File: config.mk
export PLATFORM = sky130hd
export DESIGN_NAME = kvm_out_stage
export DESIGN_NICKNAME = d
export VERILOG_FILES = /design/src/design/kvm_pkg.sv /design/src/design/kvm_out_stage.sv
export SDC_FILE = /design/constraint.sdc
export NUM_CORES = 1
export LEC_CHECK = 0
export BUFFER_PORTS_ARGS = -buffer_cell sky130_fd_sc_hd__buf_2
export CELL_PAD_IN_SITES_DETAIL_PLACEMENT = 0
export CELL_PAD_IN_SITES_GLOBAL_PLACEMENT = 1
export CORE_MARGIN = 4
export CORE_UTILIZATION = 30
export CTS_BUF_LIST = sky130_fd_sc_hd__clkbuf_8
export DETAILED_ROUTE_END_ITERATION = 8
export PLACE_DENSITY = 0.78
export SETUP_SLACK_MARGIN = 0.3
export SYNTH_ARGS = -nofsm -noshare
export SYNTH_HDL_FRONTEND = slang
export SYNTH_SLANG_ARGS = --single-unit
File: constraint.sdc
create_clock -name clk -period 0.8 [get_ports clk]
set_input_delay 0.08 -clock clk [delete_from_list [all_inputs] [get_ports clk]]
set_output_delay 0.08 -clock clk [all_outputs]
set_load 0.02 [all_outputs]
File: src/design/kvm_pkg.sv
// ----------------------------------------------------------------------------
// kvm_pkg
// Operation and status codes, field widths and the result beat type.
// ----------------------------------------------------------------------------
`default_nettype none

package kvm_pkg;

    localparam int KEY_W   = 32;
    localparam int VAL_W   = 32;
    localparam int COUNT_W = 7;

    localparam logic [1:0] OP_ADD    = 2'd0;
    localparam logic [1:0] OP_REMOVE = 2'd1;
    localparam logic [1:0] OP_SEARCH = 2'd2;

    localparam logic [1:0] STATUS_DONE      = 2'd0;
    localparam logic [1:0] STATUS_NOT_FOUND = 2'd1;
    localparam logic [1:0] STATUS_FULL      = 2'd2;

    typedef struct packed {
        logic [1:0]         status;
        logic [VAL_W-1:0]   found_value;
        logic               last;
        logic [COUNT_W-1:0] pair_count;
        logic               is_empty;
    } kvm_result_t;

endpackage

`default_nettype wire

File: src/design/kvm_out_stage.sv
// ----------------------------------------------------------------------------
// kvm_out_stage
// Result register holding one beat for the master side.
// ----------------------------------------------------------------------------
`default_nettype none

module kvm_out_stage
    import kvm_pkg::*;
(
    input  wire logic        clk,
    input  wire logic        rst_n,
    input  wire logic        push,
    input  wire kvm_result_t push_data,
    output logic             slot_free,
    output logic             out_valid,
    input  wire logic        out_ready,
    output kvm_result_t      out_data
);

    logic        valid_reg;
    logic        valid_next;
    kvm_result_t data_reg;

    assign slot_free = !valid_reg || out_ready;
    assign out_valid = valid_reg;
    assign out_data  = data_reg;

    always_comb
    begin
        valid_next = valid_reg;
        if (push)
        begin
            valid_next = 1'b1;
        end
        else if (out_ready)
        begin
            valid_next = 1'b0;
        end
    end

    always_ff @(posedge clk or negedge rst_n)
    begin
        if (!rst_n)
        begin
            valid_reg <= 1'b0;
        end
        else
        begin
            valid_reg <= valid_next;
        end
    end

    always_ff @(posedge clk)
    begin
        if (push)
        begin
            data_reg <= push_data;
        end
    end

endmodule

`default_nettype wire

# Yosys cells after proc, flatten, opt, wreduce, memory -nomap -nowiden
# Cells that the tools add are included.
[totals]
latch_bits = 0
wordCells = 11
mem_bits_ro = 0
mem_bits_rw = 0
inputBits = 47
ff_bits = 44
mem_count = 0
output_inout_bits = 45
[classes]
n_eq_ne = 0
n_reduce_logical = 3
bitwise_logic = 0
order_cmp = 0
div_mod_pow = 0
addsub = 0
n_shift = 0
mux = 2
n_mul = 0
[op_table]
columns = ["op", "n"]
rows = [
  ["$mux 1", 2],
  ["$reduce_bool 2->1", 1],
  ["$logic_not 1->1", 1],
  ["$logic_or 1x1->1", 1],
]

# Logic depth before layout (Yosys ltp)
# Gate-level depths: netlist (run 1).
[logic_depth]
ltp_word = 2
mapped_depth = 2
ltp_nobuf = 2

# Least setup slack after synthesis (run 1)
# No wires, ideal clock.
[synth_path]
kind = "register to register"
start = "register, netlist name out_valid"
end = "register valid_reg (netlist: out_valid)"
n_path_buf = 0
setup_slack_ns = 0.028
arrival_ns = 0.651
period_less_slack_ns = 0.772
stages_incl_launch_ff = 3
path_cell_list = "dfrtp_1 nand2b_4 nand2b_2"
[synth_rtl]
columns = ["element", "line", "text"]
rows = [
  ["to (signal assigned)", "kvm_out_stage.sv:49", "valid_reg <= valid_next;"],
  ["to (decl)", "kvm_out_stage.sv:20", "logic valid_reg;"],
]

# Worst setup path in the final report (run 1)
[layout_path]
start = "register valid_reg (netlist: out_valid)"
end = "output port slot_free"
[layout_via]
elab_chain_cells = 2
[layout_rtl]
columns = ["element", "line", "text"]
rows = [
  ["$logic_not 1->1", "kvm_out_stage.sv:24", "assign slot_free = !valid_reg || out_ready;"],
  ["$logic_or 1x1->1", "kvm_out_stage.sv:24", ""],
  ["to (decl)", "kvm_out_stage.sv:14", "output logic slot_free,"],
]
# Every way passes these cells.

==> results.ini, run 1 <==
[cells_and_area]
num_antenna_cells=0
finalNonFillerCells=201
area_delta_synth_final_pct=70.1
nets=195
stdcell_area_sq_mm=0.00228
drive_gt1_frac=0.705

[clock_network]
postCtsHoldBufs=1
clock_path_buffers=2
cts_root_buffer=clkbuf_8
cts_max_level=2
worstSkewPairLatency_ns=0.29
cts_tree=done
cts_buffers=5
clock-sinks=44
path_clk_slew_ns=0.08

[setup_path]
arrival_ns=0.91
critPathRequiredTime_ns=0.72
crit_type=flop to primary output
worstPathMaxFanout=2
cp-start-kind=flop
cp_cell_sequence=nand2b_4, buf_6
crit_path_top_delay_cell=dfrtp_2
ff2ff_path_depth=3
r2r_end=out_valid
r2r_setup_slack_ns=0.03
endpoint_kind=primary output
max_stage_delay_ns=0.43
reg2reg_from=out_valid

[detailed_routing]
via_per_inst=4.08
route.detailed.drc=0
via_count=821
wire_per_inst_um=14.8
first_pass_iters=4
wl_um=2970
ant_nets=0
drt_iter0_markers=21

[timing]
timing.final.ws_setup_ns=-0.191
rsz0062_at_grt=yes
tightest_slew_ns=0.129
fin_crit_sh=1.24
clock.fmax_ghz=1.01
fin_tns_setup_ns=-4.58
period_needed_ns=0.991
finalClockSkew_ns=0
report.final.slew_viol_count=0
max_slew_margin=0.914
finalHoldViolations=43
setup_violations=45
holdWs_ns=-0.0396

[place]
port_buffers=91
finalWeightedCongestion=0.661
dp_cells=191
dp_hpwl_um=2260
placed_cell_area_sq_mm=0.00190

[grt]
grt_start_max_net_pins=25
grt_pass1_wl_um=4330
grt_pass1_vias=886
gr-total-overflow=0
track_usage=0.111
antenna_found_initial=0

[synthesis]
syn-cell-area_sq_mm=0.00134
synth.top_cell.area_share=0.964
synthCells=46
synth_common_cells=edfxtp_1, dfrtp_1, nand2b_2, nand2b_4
yosysWarnings=0
synth-edff-count=43
async_flop_share=0.0227
synth_fp_nets=93
ys_types=4
ys_seq_area_frac=0.983
synth.area.top_cells=edfxtp_1, dfrtp_1, nand2b_4
yosys.area.top_type=edfxtp_1
synth-main-ff-cell=edfxtp_1
avgSynthCellArea_sq_um=29.1
ys_ff_latch=44
yosysMostFrequentCell=edfxtp_1

[worst_hold_path]
min_to=out_data[16]
hold_depth=1
holdCritStartpoint=push_data[16]
hold_class=input pin to flop

[outcome]
status=finished, violations left
violations=negative hold slack, negative setup slack

[die]
die_h_um=74.8
rows=24
dieArea_sq_mm=0.00560
io_pins=92
core_area_sq_mm=0.00432
initial_utilization=0.310
dieWidth_um=74.8

[power_and_ir_drop]
ir_drop_v=0.00159
power_density_mw_per_mm2=2340
power_mw=5.32
p_leak_nw=0.969

[run]
maxCapViolCount=0

## logic make-up after synthesis
family,after synthesis,synth area share
DFF,44,0.983
and+or+nand+nor,2,0.0168
## area by class of cell
class | instances | area [sq um]
Clock buffer | 6 | 82.6
Sequential cell | 44 | 1320
Tap cell | 52 | 65.1
Multi-Input combinational cell | 2 | 22.5
Clock inverter | 2 | 38.8
Timing Repair Buffer | 95 | 751
Fill cell | 365 | 2050
## state kept, by name (all words and copies together), names as in the netlist
signal,flops
out_data,43
out_valid,1
## layer usage
metal / vias up / part of all wire / track usage
met5: - / 0 / 0
met1: 372 / 0.33 / 0.108
met2: 62 / 0.49 / 0.173
met4: 0 / 0.0081 / 0.0474
met3: 2 / 0.17 / 0.0895
li1: 385 / - / -
## worst max-delay path by stage
stage	start	endpoint	slack [ns]	cells after the start
final	out_valid	slot_free	-0.19	2
after global routing	out_valid	slot_free	-0.23	2
after CTS	out_valid	slot_free	-0.20	2
after detailed placement	push	out_data[39]	0.07	2
after global placement	push	out_data[35]	0.1	2
after floorplan	out_valid	out_valid	0.06	2
## placed cells by master (no fill, tap or decap), types with 2 or more instances in the layout
master    netlist  layout
edfxtp_1       43      43
clkbuf_8        0       6
buf_2           0      53
buf_12          0       2
buf_6           0      38
## power by group
part,internal [mW],switching [mW]
logic,0.400,0.381
registers,2.73,0.0779
clock network,1.02,0.711
## critical path, delay by kind of cell (launching register included)
family / cells / cell delay (ns)
simple gates: 1 / 0.08
buf+inv: 1 / 0.11
flops: 1 / 0.43
## through the flow
step	utilization	setup WS, ns
floorplan	-	0.0591
global placement	0.440	0.0954
detailed placement	0.440	0.0701
CTS	0.495	-0.202
global route	0.527	-0.234
finish	0.527	-0.191
## what timing repair did
| item | in CTS | in global routing |
|---|---|---|
| endpoints found under the setup margin | 46 | 46 |
| buffers inserted | 1 | 0 |
| resized for setup | 32 | 45 |
| hold endpoints to repair | 44 | 43 |
Power figures use the tool's default switching activity.
==> inputs of run 2 (changes only) <==
- CORE_UTILIZATION: 30 -> 28
- CTS_BUF_LIST: sky130_fd_sc_hd__clkbuf_8 -> unset
- PLACE_DENSITY: 0.78 -> 0.74
- REMOVE_ABC_BUFFERS: unset -> 1
==> results.ini, run 2 (synthesis results as in run 1) <==
[setup_path]
arrival_ns=0.90  ; was 0.91 ns
r2r_end=out_valid  ; unchanged
endpoint_kind=primary output  ; unchanged
reg2reg_from=out_valid  ; unchanged
critPathRequiredTime_ns=0.72  ; about the same
r2r_setup_slack_ns=-0.11  ; was 0.03 ns
cp-start-kind=flop  ; unchanged
ff2ff_path_depth=5  ; was 3
crit_end=slot_free  ; unchanged
worstPathMaxFanout=2  ; unchanged
crit_type=flop to primary output  ; unchanged
cp-startpoint=out_valid  ; unchanged

[power_and_ir_drop]
seq_power_share=0.509  ; was 0.528
power_density_mw_per_mm2=2460  ; was 2340 mW/mm^2
switchingPower_mw=1.15  ; was 1.17 mW
power_mw=5.49  ; was 5.32 mW
p_leak_nw=0.961  ; was 0.969 nW
p_clk_frac=0.356  ; was 0.325
switching_share=0.210  ; was 0.220
comb_power_share=0.135  ; was 0.147
ir_drop_v=0.00157  ; was 0.00159 V
internal-power_mw=4.34  ; was 4.15 mW

[clock_network]
worstSkewPairLatency_ns=0.28  ; was 0.29 ns
clock-sinks=44  ; unchanged
cts_max_level=2  ; unchanged
cts_root_buffer=clkbuf_8  ; unchanged
cts_buffers=5  ; unchanged
cts_tree=done  ; unchanged
path_clk_slew_ns=0.09  ; was 0.08 ns
postCtsHoldBufs=1  ; unchanged
clock_path_buffers=2  ; unchanged

[detailed_routing]
route.detailed.drc=0  ; unchanged
ant_nets=0  ; unchanged
drt_iter0_markers=30  ; was 21
wl_um=3050  ; was 2970 um
via_count=836  ; was 821
wire_per_inst_um=15.0  ; was 14.8 um
first_pass_iters=3  ; was 4
via_per_inst=4.12  ; was 4.08

[die]
initial_utilization=0.297  ; was 0.310
die_h_um=77.1  ; was 74.8 um
io_pins=92  ; unchanged
rows=24  ; unchanged
dieArea_sq_mm=0.00595  ; was 0.00560 sq mm
dieWidth_um=77.1  ; was 74.8 um
core_area_sq_mm=0.00450  ; was 0.00432 sq mm

[cells_and_area]
drive_gt1_frac=0.695  ; was 0.705
nets=197  ; was 195
fillers=395  ; was 365
final_cell_mix=buf_2, edfxtp_1, buf_6  ; unchanged
area_delta_synth_final_pct=66.9  ; was 70.1%
final_core_util=0.496  ; was 0.527
num_antenna_cells=0  ; unchanged
layout_commonest_cell=buf_2  ; unchanged
stdcell_area_sq_mm=0.00223  ; was 0.00228 sq mm
largest_reg_flops=43  ; unchanged

[worst_hold_path]
hold_class=input pin to flop  ; unchanged

[grt]
track_usage=0.107  ; was 0.111
grt_start_max_net_pins=26  ; was 25
globalRouteMet3Util=0.0667  ; was 0.0895
grt.busiest_layer=met2  ; unchanged
antenna_found_initial=0  ; unchanged
grt_pass1_wl_um=4900  ; was 4330 um
gr-total-overflow=0  ; unchanged
grt_pass1_vias=1008  ; was 886
gr-usage-met2=0.174  ; was 0.173
grt_use_met1=0.107  ; was 0.108

[timing]
finalClockSkew_ns=0  ; unchanged
holdWs_ns=-0.0376  ; was -0.0396 ns
max_slew_margin=0.910  ; was 0.914
setup_violations=46  ; was 45
period_needed_ns=0.983  ; was 0.991 ns
timing.final.ws_setup_ns=-0.183  ; was -0.191 ns
rsz0062_at_grt=yes  ; unchanged
tightest_slew_ns=0.135  ; was 0.129 ns
clock.fmax_ghz=1.02  ; was 1.01 GHz
finalHoldViolations=43  ; unchanged
fin_tns_setup_ns=-4.44  ; was -4.58 ns
report.final.slew_viol_count=0  ; unchanged
fin_crit_sh=1.23  ; was 1.24

[place]
port_buffers=91  ; unchanged
finalWeightedCongestion=0.657  ; was 0.661
placed_cell_area_sq_mm=0.00190  ; about the same

[run]
maxCapViolCount=0  ; unchanged

[outcome]
status=finished, violations left  ; unchanged
violations=negative hold slack, negative setup slack  ; unchanged

## run 2: area by class of cell
cell class	count	area, sq um	share of cell area
clock buffers	6	72.6	0.0325
clock inverters	2	60.1	0.0269
multi-input cells	2	22.5	0.0101
flip-flops and latches	44	1320	0.589
well taps	52	65.1	0.0291
repair buffers	97	698	0.312
## run 2: critical path, stage by stage, from the launching register on
cell,delay [ns]
dfrtp_1,0.42
nand2b_4,0.09
buf_6,0.11
## run 2: repair_timing
action	in CTS	in global routing
endpoints found under the hold margin	44	43
setup buffers	3	0
setup endpoints to repair	46	46
resized for setup	32	22
## run 2: how the worst min path moves through the flow
stage                     depth (start not counted)  slack [ns]            to          start
after global placement                            1       -0.14     out_valid          rst_n
after floorplan                                   0       -0.22     out_valid          rst_n
after CTS                                         1       -0.05  out_data[31]  push_data[31]
after detailed placement                          1       -0.14     out_valid          rst_n
after global routing                              1       -0.06  out_data[23]  push_data[23]
final                                             1       -0.04  out_data[31]  push_data[31]
## run 2: routing by layer
metal,share of wire,vias to the layer above
li1,-,389
met1,0.34,384
met2,0.50,61
met3,0.15,2
met4,0.0088,0
met5,0,-
## run 2: through the flow
stage	worst slack, ns	instances
after floorplan	0.0280	46
after global placement	0.0943	191
after detailed placement	0.0732	191
after CTS	-0.185	203
after global routing	-0.229	203
final	-0.183	203
## run 2: power groups by stage
| stage | clock network (mW) | logic (mW) | registers (mW) |
|---|---|---|---|
| after floorplan | 0 | 0.0144 | 3.07 |
| after global placement | 0 | 0.595 | 2.82 |
| after detailed placement | 0 | 0.609 | 2.83 |
| after CTS | 2.01 | 0.701 | 2.79 |
| after global routing | 2.10 | 0.784 | 2.82 |
| final | 1.95 | 0.741 | 2.80 |
